### src/rtl/core/lscs_pkg.sv
// Shared types, constants and helpers for the line sensor calibrate and steer block.
`default_nettype none
package lscs_pkg;

  localparam int CHANNELS     = 5;
  localparam int SAMPLE_W     = 8;
  localparam int SPEED_W      = 8;
  localparam int ACTION_W     = 2;
  localparam int IN_DATA_W    = 48;
  localparam int OUT_DATA_W   = 24;
  localparam int CFG_ADDR_W   = 4;

  typedef enum logic [ACTION_W-1:0] {
    ACT_START  = 2'd0,
    ACT_SAMPLE = 2'd1,
    ACT_FINISH = 2'd2,
    ACT_RUN    = 2'd3
  } action_t;

  typedef enum logic [1:0] {
    REG_MAX_SPEED   = 2'd0,
    REG_SLIGHT_CUT  = 2'd1,
    REG_SHARP_CUT   = 2'd2,
    REG_CREEP_SPEED = 2'd3
  } reg_idx_t;

  localparam logic [SPEED_W-1:0] MAX_SPEED_RST   = 8'd240;
  localparam logic [SPEED_W-1:0] SLIGHT_CUT_RST  = 8'd80;
  localparam logic [SPEED_W-1:0] SHARP_CUT_RST   = 8'd210;
  localparam logic [SPEED_W-1:0] CREEP_SPEED_RST = 8'd20;

  // Steering patterns; channel 0 sits at the top bit.
  localparam logic [CHANNELS-1:0] PAT_EDGE_B  = 5'h01;
  localparam logic [CHANNELS-1:0] PAT_OUTER_B = 5'h02;
  localparam logic [CHANNELS-1:0] PAT_PAIR_B  = 5'h03;
  localparam logic [CHANNELS-1:0] PAT_MID_B   = 5'h06;
  localparam logic [CHANNELS-1:0] PAT_CENTER  = 5'h04;
  localparam logic [CHANNELS-1:0] PAT_MID_A   = 5'h0C;
  localparam logic [CHANNELS-1:0] PAT_PAIR_A  = 5'h18;
  localparam logic [CHANNELS-1:0] PAT_OUTER_A = 5'h08;
  localparam logic [CHANNELS-1:0] PAT_EDGE_A  = 5'h10;

  typedef struct packed {
    logic [SPEED_W-1:0] creep_speed;
    logic [SPEED_W-1:0] sharp_cut;
    logic [SPEED_W-1:0] slight_cut;
    logic [SPEED_W-1:0] max_speed;
  } cfg_t;

  // Packed so the first output field lands in the lowest bits.
  typedef struct packed {
    logic [SPEED_W-1:0]  right_drive;
    logic [SPEED_W-1:0]  left_drive;
    logic                pattern_known;
    logic [CHANNELS-1:0] sensor_pattern;
  } result_t;

  function automatic logic [SPEED_W-1:0] sat_sub(input logic [SPEED_W-1:0] a,
                                                 input logic [SPEED_W-1:0] b);
    sat_sub = (a > b) ? (a - b) : '0;
  endfunction

endpackage
`default_nettype wire

### src/rtl/core/lscs_lane.sv
// One sensor channel: min/max trackers, midpoint and threshold compare.
`default_nettype none
module lscs_lane
  import lscs_pkg::*;
(
  input  wire logic                clk,
  input  wire logic                rst,
  input  wire logic                accept,
  input  wire action_t             action,
  input  wire logic [SAMPLE_W-1:0] sample,
  output logic                     hit
);

  logic [SAMPLE_W-1:0] low;
  logic [SAMPLE_W-1:0] high;
  logic [SAMPLE_W-1:0] mid;
  logic [SAMPLE_W-1:0] mid_next;
  logic signed [SAMPLE_W:0] diff;
  logic signed [SAMPLE_W:0] half;

  // signed halve, truncating toward zero
  always_comb begin
    diff     = $signed({1'b0, high}) - $signed({1'b0, low});
    half     = (diff + $signed({{SAMPLE_W{1'b0}}, diff[SAMPLE_W]})) >>> 1;
    mid_next = low + half[SAMPLE_W-1:0];
  end

  assign hit = (sample >= mid);

  always_ff @(posedge clk) begin
    if (rst) begin
      low  <= '1;
      high <= '0;
      mid  <= '0;
    end else if (accept) begin
      unique case (action)
        ACT_START: begin
          low  <= '1;
          high <= '0;
        end
        ACT_SAMPLE: begin
          if (sample < low)  low  <= sample;
          if (sample > high) high <= sample;
        end
        ACT_FINISH: begin
          mid <= mid_next;
        end
        ACT_RUN: begin
        end
        default: begin
        end
      endcase
    end
  end

endmodule
`default_nettype wire

### src/rtl/core/lscs_steer.sv
// Merge stage: pattern lookup, drive speeds and held speed registers.
`default_nettype none
module lscs_steer
  import lscs_pkg::*;
(
  input  wire logic                clk,
  input  wire logic                rst,
  input  wire logic                accept,
  input  wire action_t             action,
  input  wire logic [CHANNELS-1:0] pattern,
  input  wire cfg_t                cfg,
  output result_t                  res
);

  logic [SPEED_W-1:0] held_left;
  logic [SPEED_W-1:0] held_right;
  logic [SPEED_W-1:0] left_next;
  logic [SPEED_W-1:0] right_next;
  logic               known;

  always_comb begin
    left_next  = held_left;
    right_next = held_right;
    known      = 1'b1;
    unique case (pattern)
      PAT_EDGE_B:  begin left_next = '0;              right_next = cfg.max_speed; end
      PAT_OUTER_B: begin left_next = cfg.creep_speed; right_next = cfg.max_speed; end
      PAT_PAIR_B:  begin
        left_next  = sat_sub(cfg.max_speed, cfg.sharp_cut);
        right_next = cfg.max_speed;
      end
      PAT_MID_B:   begin
        left_next  = sat_sub(cfg.max_speed, cfg.slight_cut);
        right_next = cfg.max_speed;
      end
      PAT_CENTER:  begin left_next = cfg.max_speed; right_next = cfg.max_speed; end
      PAT_MID_A:   begin
        left_next  = cfg.max_speed;
        right_next = sat_sub(cfg.max_speed, cfg.slight_cut);
      end
      PAT_PAIR_A:  begin
        left_next  = cfg.max_speed;
        right_next = sat_sub(cfg.max_speed, cfg.sharp_cut);
      end
      PAT_OUTER_A: begin left_next = cfg.max_speed; right_next = cfg.creep_speed; end
      PAT_EDGE_A:  begin left_next = cfg.max_speed; right_next = '0;              end
      default:     known = 1'b0;
    endcase
  end

  always_comb begin
    if (action == ACT_RUN) begin
      res.sensor_pattern = pattern;
      res.pattern_known  = known;
      res.left_drive     = left_next;
      res.right_drive    = right_next;
    end else begin
      res.sensor_pattern = '0;
      res.pattern_known  = 1'b0;
      res.left_drive     = held_left;
      res.right_drive    = held_right;
    end
  end

  always_ff @(posedge clk) begin
    if (rst) begin
      held_left  <= '0;
      held_right <= '0;
    end else if (accept && action == ACT_RUN) begin
      held_left  <= left_next;
      held_right <= right_next;
    end
  end

endmodule
`default_nettype wire

### src/rtl/core/line_sensor_calibrate_and_steer.sv
// Top level: config registers, five sensor lanes, steering merge and output register.
// Each accepted word's result is registered and shows on m_tdata the cycle after it.
// Throughput: one word per cycle; a new word is taken while the output register
// drains or is empty, set by the single output register stage.
// Reset (rst, synchronous, active high) restores register defaults, clears the
// trackers to 255/0, midpoints and held speeds to 0, and empties the output.
`default_nettype none
module line_sensor_calibrate_and_steer
  import lscs_pkg::*;
(
  input  wire logic                  clk,
  input  wire logic                  rst,
  input  wire logic                  s_tvalid,
  output logic                       s_tready,
  // action[1:0], sample_0[9:2], sample_1, sample_2, sample_3, sample_4[41:34], zero pad
  input  wire logic [IN_DATA_W-1:0]  s_tdata,
  output logic                       m_tvalid,
  input  wire logic                  m_tready,
  // sensor_pattern[4:0], pattern_known[5], left_drive[13:6], right_drive[21:14], zero pad
  output logic [OUT_DATA_W-1:0]      m_tdata,
  input  wire logic                  psel,
  input  wire logic                  penable,
  input  wire logic                  pwrite,
  input  wire logic [CFG_ADDR_W-1:0] paddr,
  input  wire logic [31:0]           pwdata,
  output logic [31:0]                prdata,
  output logic                       pready
);

  cfg_t                cfg;
  reg_idx_t            reg_idx;
  logic                cfg_wr;
  logic                accept;
  action_t             action;
  logic [CHANNELS-1:0] pattern;
  result_t             res;
  result_t             out_res;

  assign pready  = 1'b1;
  assign reg_idx = reg_idx_t'(paddr[CFG_ADDR_W-1:2]);
  assign cfg_wr  = psel && penable && pwrite && pready;

  always_ff @(posedge clk) begin
    if (rst) begin
      cfg.max_speed   <= MAX_SPEED_RST;
      cfg.slight_cut  <= SLIGHT_CUT_RST;
      cfg.sharp_cut   <= SHARP_CUT_RST;
      cfg.creep_speed <= CREEP_SPEED_RST;
    end else if (cfg_wr) begin
      unique case (reg_idx)
        REG_MAX_SPEED:   cfg.max_speed   <= pwdata[SPEED_W-1:0];
        REG_SLIGHT_CUT:  cfg.slight_cut  <= pwdata[SPEED_W-1:0];
        REG_SHARP_CUT:   cfg.sharp_cut   <= pwdata[SPEED_W-1:0];
        REG_CREEP_SPEED: cfg.creep_speed <= pwdata[SPEED_W-1:0];
        default: begin
        end
      endcase
    end
  end

  always_comb begin
    unique case (reg_idx)
      REG_MAX_SPEED:   prdata = {24'd0, cfg.max_speed};
      REG_SLIGHT_CUT:  prdata = {24'd0, cfg.slight_cut};
      REG_SHARP_CUT:   prdata = {24'd0, cfg.sharp_cut};
      REG_CREEP_SPEED: prdata = {24'd0, cfg.creep_speed};
      default:         prdata = '0;
    endcase
  end

  assign s_tready = !m_tvalid || m_tready;
  assign accept   = s_tvalid && s_tready;
  assign action   = action_t'(s_tdata[ACTION_W-1:0]);

  for (genvar i = 0; i < CHANNELS; i++) begin : g_lane
    lscs_lane u_lane (
      .clk    (clk),
      .rst    (rst),
      .accept (accept),
      .action (action),
      .sample (s_tdata[ACTION_W + SAMPLE_W*i +: SAMPLE_W]),
      .hit    (pattern[CHANNELS-1-i])
    );
  end

  lscs_steer u_steer (
    .clk     (clk),
    .rst     (rst),
    .accept  (accept),
    .action  (action),
    .pattern (pattern),
    .cfg     (cfg),
    .res     (res)
  );

  always_ff @(posedge clk) begin
    if (rst) begin
      m_tvalid <= 1'b0;
    end else if (accept) begin
      m_tvalid <= 1'b1;
    end else if (m_tready) begin
      m_tvalid <= 1'b0;
    end
  end

  always_ff @(posedge clk) begin
    if (accept) begin
      out_res <= res;
    end
  end

  assign m_tdata = {{(OUT_DATA_W - $bits(result_t)){1'b0}}, out_res};

`ifndef SYNTHESIS
  a_ready_when_empty: assert property (@(posedge clk) disable iff (rst)
    !m_tvalid |-> s_tready)
    else $error("input stalled with empty output register");

  a_accept_fills: assert property (@(posedge clk) disable iff (rst)
    accept |=> m_tvalid)
    else $error("accepted word produced no result");

  a_drain_empties: assert property (@(posedge clk) disable iff (rst)
    m_tvalid && m_tready && !accept |=> !m_tvalid)
    else $error("taken result repeated");

  a_known_shape: assert property (@(posedge clk) disable iff (rst)
    m_tvalid && out_res.pattern_known |->
      ($countones(out_res.sensor_pattern) == 1 || $countones(out_res.sensor_pattern) == 2))
    else $error("known pattern with wrong bit count");

  a_nonrun_zero: assert property (@(posedge clk) disable iff (rst)
    accept && action != ACT_RUN |=> out_res.sensor_pattern == '0 && !out_res.pattern_known)
    else $error("calibration word reported a pattern");
`endif

endmodule
`default_nettype wire
### config.mk
export PLATFORM = sky130hd
export DESIGN_NAME = line_sensor_calibrate_and_steer
export DESIGN_NICKNAME = d
export VERILOG_FILES = /design/src/rtl/core/lscs_pkg.sv /design/src/rtl/core/lscs_lane.sv /design/src/rtl/core/lscs_steer.sv /design/src/rtl/core/line_sensor_calibrate_and_steer.sv
export SDC_FILE = /design/constraint.sdc
export NUM_CORES = 1
export LEC_CHECK = 0
export BUFFER_PORTS_ARGS = -buffer_cell sky130_fd_sc_hd__clkbuf_2
export CAP_MARGIN = 20
export CORE_MARGIN = 4
export CORE_UTILIZATION = 60
export DETAILED_ROUTE_END_ITERATION = 8
export GPL_TIMING_DRIVEN = 1
export PLACE_DENSITY = 0.87
export SLEW_MARGIN = 10
export SYNTH_ARGS = -nofsm -noshare
export SYNTH_HDL_FRONTEND = slang
export SYNTH_SLANG_ARGS = --single-unit
### constraint.sdc
create_clock -name clk -period 4.7 [get_ports clk]
set_clock_uncertainty 0.15 [all_clocks]
set_input_delay 0.94 -clock clk [delete_from_list [all_inputs] [get_ports clk]]
set_output_delay 0.94 -clock clk [all_outputs]
set_load 0.02 [all_outputs]
==> results of run 1 <==
stage by stage:
step | power (uW) | util [%] | setup WS (ns) | hold slack (ns)
floorplan | 2430 | - | 0.7877 | 0.2819
global placement | 2623 | 63.05 | 0.3219 | 0.2888
detailed placement | 2668 | 63.05 | 0.2894 | 0.2946
CTS | 4097 | 65.14 | 0.2328 | 0.3048
global route | 4293 | 65.24 | 0.005413 | 0.3284
finish | 4113 | 65.25 | 0.2466 | 0.3040
final cells by class:
class,count,area [um2],share of cell area [%]
flip-flops and latches,191,4044,23.00
multi-input cells,1563,11280,64.13
repair buffers,108,588.1,3.344
diodes,1,2.502,0.01423
well taps,341,426.7,2.426
inverters,182,683.2,3.885
clock buffers,18,439.2,2.497
clock inverters,14,125.1,0.7115
path summary, 6_finish.rpt:
| check | to | cells past startpoint |
|---|---|---|
| setup reg to reg | g_lane[4].u_lane.mid[7] | 19 |
| setup / recovery | g_lane[4].u_lane.mid[7] | 19 |
| hold / removal | g_lane[2].u_lane.mid[6] | 2 |
| hold reg to reg | g_lane[2].u_lane.mid[6] | 2 |
placed cells by master (no fill, tap or decap), drive strengths merged, types with 9 or more instances in the layout:
cell type	synthesis	routed
o211ai	13	13
nor3b	15	15
nand2b	41	41
clkbuf	55	108
nand3	67	67
nor2b	73	73
a22oi	35	35
edfxtp	22	22
a21oi	114	114
and3	10	10
nand4	23	23
nor3	73	73
o2111ai	9	9
nand2	133	133
mux2i	45	45
o311a	13	13
a2111o	13	13
a211o	10	10
inv	182	189
xor2	29	29
nor2	121	121
o21a	26	26
conb	2	27
o21ai	140	140
a21o	35	35
a211oi	59	59
mux2	12	12
buf	52	18
dfxtp	169	169
xnor2	54	54
or2	12	12
ha	211	211
or3	13	13
a31oi	13	13
fa	12	12
nand3b	17	17
and2	9	9
routing by layer:
metal	GRT usage, %	share of wire (%)
met5	0	0
met4	12.87	3.9
met2	49.78	48
met3	4.885	7.3
met1	34.65	40
critical path: stages (launching register included):
cell and delay, ns:
dfxtp_1 0.37, inv_1 0.06, ha_1 0.22, fa_1 0.40, nand2b_1 0.18, a211oi_1 0.29
o31ai_1 0.14, a21oi_1 0.28, nor2_1 0.08, ha_1 0.23, inv_1 0.10, xnor2_1 0.15
ha_1 0.27, a21oi_1 0.18, o211ai_1 0.15, o41ai_1 0.42, xnor2_1 0.19, xnor2_1 0.16
mux2i_1 0.20, o31ai_1 0.08
registers in the layout, indices dropped and copies added (netlist names):
register,count
m_tvalid,1
u_steer.held_left,8
u_steer.held_right,8
m_tdata,22
g_lane.u_lane.high,40
g_lane.u_lane.mid,40
cfg,32
g_lane.u_lane.low,40
report_power, final:
| part | internal [uW] | leakage [uW] | switching (uW) |
|---|---|---|---|
| sequential | 1690 | 0.00159 | 28.7 |
| combinational | 347 | 0.00558 | 593 |
| clock | 713 | 0.000281 | 737 |
| total | 2750 | 0.00745 | 1360 |
logic make-up (layout without fill, tap and decap cells):
logic type	Yosys count	count (layout)	share of synthesized area (%)
XOR/XNOR	83	83	4.427
other	2	28	0.04573
flip-flops	191	191	24.63
multiplexers	65	65	4.663
buffers and inverters	290	322	7.475
AO/OA/AOI/OAI	536	536	21.66
AND/OR/NAND/NOR	629	629	19.56
adder cells (fa/ha/maj)	223	223	17.54
==> metrics, run 1 <==
RD Place Congestion 0.9395; Peak Freq 224.5 MHz; HP Start g_lane[2].u_lane.mid[6]; Syn. warnings 0; clk_lat worst skew 0.46 ns; Final Net Count 2377; gr ovfl total 0; Die W 173.4 um; period utilization 94.75%; Slew HR 27.39%; leading cell types by count after synthesis ha_1, inv_1, dfxtp_1; Synth top area share 20.60%; vias in the first global route 15320; Vias 15400; r2r setup slk 0.25 ns; first-pass GRT wire length 72.80 mm; Post-synth EDFFs 22; num rows 60; worst reg2reg startpoint g_lane[4].u_lane.high[0]; unrepaired setup endpoints after global routing false; Post-DRT Antenna Nets 0; pwr dens 233.9 nW/um2; Post-DP HPWL 32.55 mm; CTS sink count 191; initial antenna violation count 0; DR iter-0 viols 1356; DIE AREA 30080 um2; Synth async-reset ratio 0%; Mapped Cells 2019; critical path class reg -> reg; Worst Setup End Kind register; IO Count 150; Pre-Repair DR Iteration Count 8; top_reg_cell synth dfxtp_1; post_cts resized 0; GRT Util Overall 28.60%; startpoint type of the worst setup path register; unique cell type count in the Yosys netlist 83; Layout area overhead 7.094%; worst slew pin tran 1.089 ns; sequential share of the synthesized area 24.63%; max-slew violations 0; max-cap violation count 0; final hold viol count 0; Worst Path Max Fanout 4; largest cells by area after synthesis dfxtp_1, ha_1, inv_1, o21ai_0, edfxtp_1; Pleak 0.007449 uW; Root Buffer clkbuf_16; Post-Place Cell Area 16990 um2; CP required 4.85 ns; CTS tree built; # setup viols final 0; Clock transition at path regs 0.07 ns; top-count cell post-synth ha_1; syn_area_per_cell 8.133 um2; routed wire length 44.07 mm; via-per-instance ratio 6.367; wire per inst 18.23 um; final instance area 17590 um2; Die Ht 173.4 um; HP Class reg -> reg; Hold-fix buffers, CTS 0; Starting Density 60.93%; fillers 2142; crit path from g_lane[4].u_lane.high[0]; Num CTS Buffers 17; Peak VDD IR 0.2431 mV; Cell Count Post-Placement 2384; Port Buffer Count 90; CTS Buffer Depth 2; fin crit period 4.453 ns; #FFs+latches synth 191; postcts setup bufs 0; share of layout cells above drive strength 1 9.586%; Core ar. 26950 um2; synthesized area 16420 um2; critical path arrival 4.61 ns; DR DRC count 0; setup_tns 0 ns; H-tree depth 4; status complete, no violations; largest net degree at the start of global routing 101; Finished Layout Cells 2418; dominant cell type by area after synthesis dfxtp_1
Note: power is estimated with default switching activity, not from simulation.
==> run 2, diff against run 1 <==
--- a/config.mk
+++ b/config.mk
@@ -9,9 +9,11 @@
 export CAP_MARGIN = 20
 export CORE_MARGIN = 4
 export CORE_UTILIZATION = 60
+export CTS_CLUSTER_DIAMETER = 30
 export DETAILED_ROUTE_END_ITERATION = 8
+export GPL_ROUTABILITY_DRIVEN = 0
 export GPL_TIMING_DRIVEN = 1
-export PLACE_DENSITY = 0.87
+export PLACE_DENSITY = 0.8
 export SLEW_MARGIN = 10
 export SYNTH_ARGS = -nofsm -noshare
 export SYNTH_HDL_FRONTEND = slang
==> run 2 against run 1 <==
Against the previous run: hold slack about the same; sequential power hardly changed; clock power grew 3%; fmax is 0.69% higher; first-iteration DRC count is 9.4% lower; cell count rose by 0.12%; global-route usage down 0.41 points; clock-buffer cell count is the same; via count down 1.2%; sequential share of layout area decreased by 0.080 points; critical path depth unchanged; combinational power fell by 0.4%; critical path type unchanged; largest power group unchanged.
==> metrics, run 2 (synthesized netlist as in run 1, its figures left out) <==
Num CTS Buffers 17; GRT Util Overall 28.19%; Peak VDD IR 0.1953 mV; crit path from g_lane[0].u_lane.high[0]; Post-DRT Antenna Nets 0; Peak Freq 226.1 MHz; IO Count 150; Reg power frac 41.4%; Pleak 0.007483 uW; num rows 60; Root Buffer clkbuf_16; final hold viol count 0; Top Registers g_lane.u_lane.high (40), g_lane.u_lane.low (40), g_lane.u_lane.mid (40); CP required 4.92 ns; first-pass GRT wire length 71.82 mm; postcts setup bufs 0; Worst Setup End Kind register; CTS Buffer Depth 2; pwr dens 235.6 nW/um2; HP Start g_lane[2].u_lane.mid[5]; worst reg-to-reg path cell count 19; Slew HR 27.41%; initial antenna violation count 0; Final Net Count 2381; critical path class reg -> reg; Die Ht 173.4 um; Critical Path End g_lane[0].u_lane.mid[7]; routed wire length 43.50 mm; # setup viols final 0; Vias 15200; DR DRC count 0; period utilization 94.11%; critical path arrival 4.64 ns; NetSw 1382 uW; HP Class reg -> reg; share of layout cells above drive strength 1 9.712%; Pre-Repair DR Iteration Count 9; fillers 2194; unrepaired setup endpoints after global routing false; CTS tree built; worst reg2reg startpoint g_lane[0].u_lane.high[0]; worst slew pin tran 1.089 ns; Die W 173.4 um; r2r setup slk 0.28 ns; CTS sink count 191; Post-DP HPWL 32.02 mm; startpoint type of the worst setup path register; via-per-instance ratio 6.280; setup_tns 0 ns; max-slew violations 0; gr ovfl total 0; largest net degree at the start of global routing 101; worst r2r dst g_lane[0].u_lane.mid[7]; P_int 2775 uW; Layout area overhead 7.467%; Seq. cell area 4044 um2; vias in the first global route 14920; wire per inst 17.97 um; DR iter-0 viols 1229; commonest cells after routing, fill and taps aside ha_1, inv_1, dfxtp_1, o21ai_0, nand2_1; clk_lat worst skew 0.45 ns; most common cell after layout, fill and taps aside ha_1; Comb power frac 22.5%; Clock transition at path regs 0.08 ns; ANT cells 0; DIE AREA 30080 um2; Port Buffer Count 90; clock power share 36.0%; share of the core filled with cells 65.48%; status complete, no violations; Sw Ratio 33.25%; Multi-input gate area 11270 um2; H-tree depth 4; Worst Path Max Fanout 4; max-cap violation count 0; Core ar. 26950 um2; fin crit period 4.423 ns; Starting Density 60.93%
## run 2: power groups by stage
stage	Sequential [uW]	Combinational, uW	Clock [uW]
2_1_floorplan	1770	661	0
3_3_place_gp	1760	871	0
3_5_place_dp	1760	903	0
4_1_cts	1720	916	1510
5_1_grt	1730	1030	1580
6_report	1720	936	1500
## run 2: worst min-delay path by stage
| stage | to | depth (start not counted) |
|---|---|---|
| final | g_lane[2].u_lane.mid[5] | 2 |
| after global routing | g_lane[3].u_lane.mid[0] | 2 |
| after CTS | g_lane[2].u_lane.mid[5] | 2 |
| after detailed placement | g_lane[2].u_lane.mid[5] | 2 |
| after global placement | g_lane[4].u_lane.mid[4] | 2 |
| after floorplan | g_lane[0].u_lane.mid[4] | 2 |
## run 2: repair_timing
item	CTS	global route
endpoints found under the hold margin	0	0
gates resized for setup	0	2
hold buffers	0	0
setup endpoints to repair	0	2
## run 2: final cells by class
type	count	area share (%)
well taps	341	2.418
clock buffers	18	2.489
inverters	182	3.871
clock inverters	14	0.9217
flip-flops and latches	191	22.92
multi-input cells	1563	63.88
repair buffers	112	3.503
## run 2: layer usage
metal  vias to the layer above  wire [um]  part of all wire (%)  track usage (%)
li1                       7313          -                     -                -
met1                      7115      18190                    42            35.70
met2                       656      21070                    48            48.75
met3                       120       2788                   6.4            3.621
met4                         0       1446                   3.3            11.34
met5                         -          0                     0                0
## run 2: worst max-delay path, cell delays in order (launching register included)
cell      delay, ns
dfxtp_1        0.36
inv_1          0.06
ha_1           0.23
fa_1           0.40
nand2b_1       0.18
a211oi_1       0.31
o21bai_1       0.13
a21oi_1        0.19
nor2_1         0.07
ha_1           0.22
inv_1          0.11
xnor2_1        0.17
ha_1           0.28
a21oi_1        0.26
o211ai_1       0.20
o41ai_2        0.35
xnor2_1        0.23
xnor2_1        0.11
a311o_1        0.28
o211ai_1       0.08
## run 2: through the flow
| stage | instance area [um2] | power (uW) | cells | setup WS (ns) | hold WS (ns) |
|---|---|---|---|---|---|
| 4_1_cts | 17620 | 4152 | 2419 | 0.1374 | 0.3031 |
| 6_report | 17650 | 4158 | 2421 | 0.2770 | 0.3038 |
| 2_1_floorplan | 16510 | 2430 | 2044 | 0.7877 | 0.2819 |
| 3_5_place_dp | 17020 | 2664 | 2387 | 0.2474 | 0.2930 |
| 3_3_place_gp | 17020 | 2630 | 2387 | 0.4348 | 0.2901 |
| 5_1_grt | 17650 | 4339 | 2421 | 0.003499 | 0.3267 |
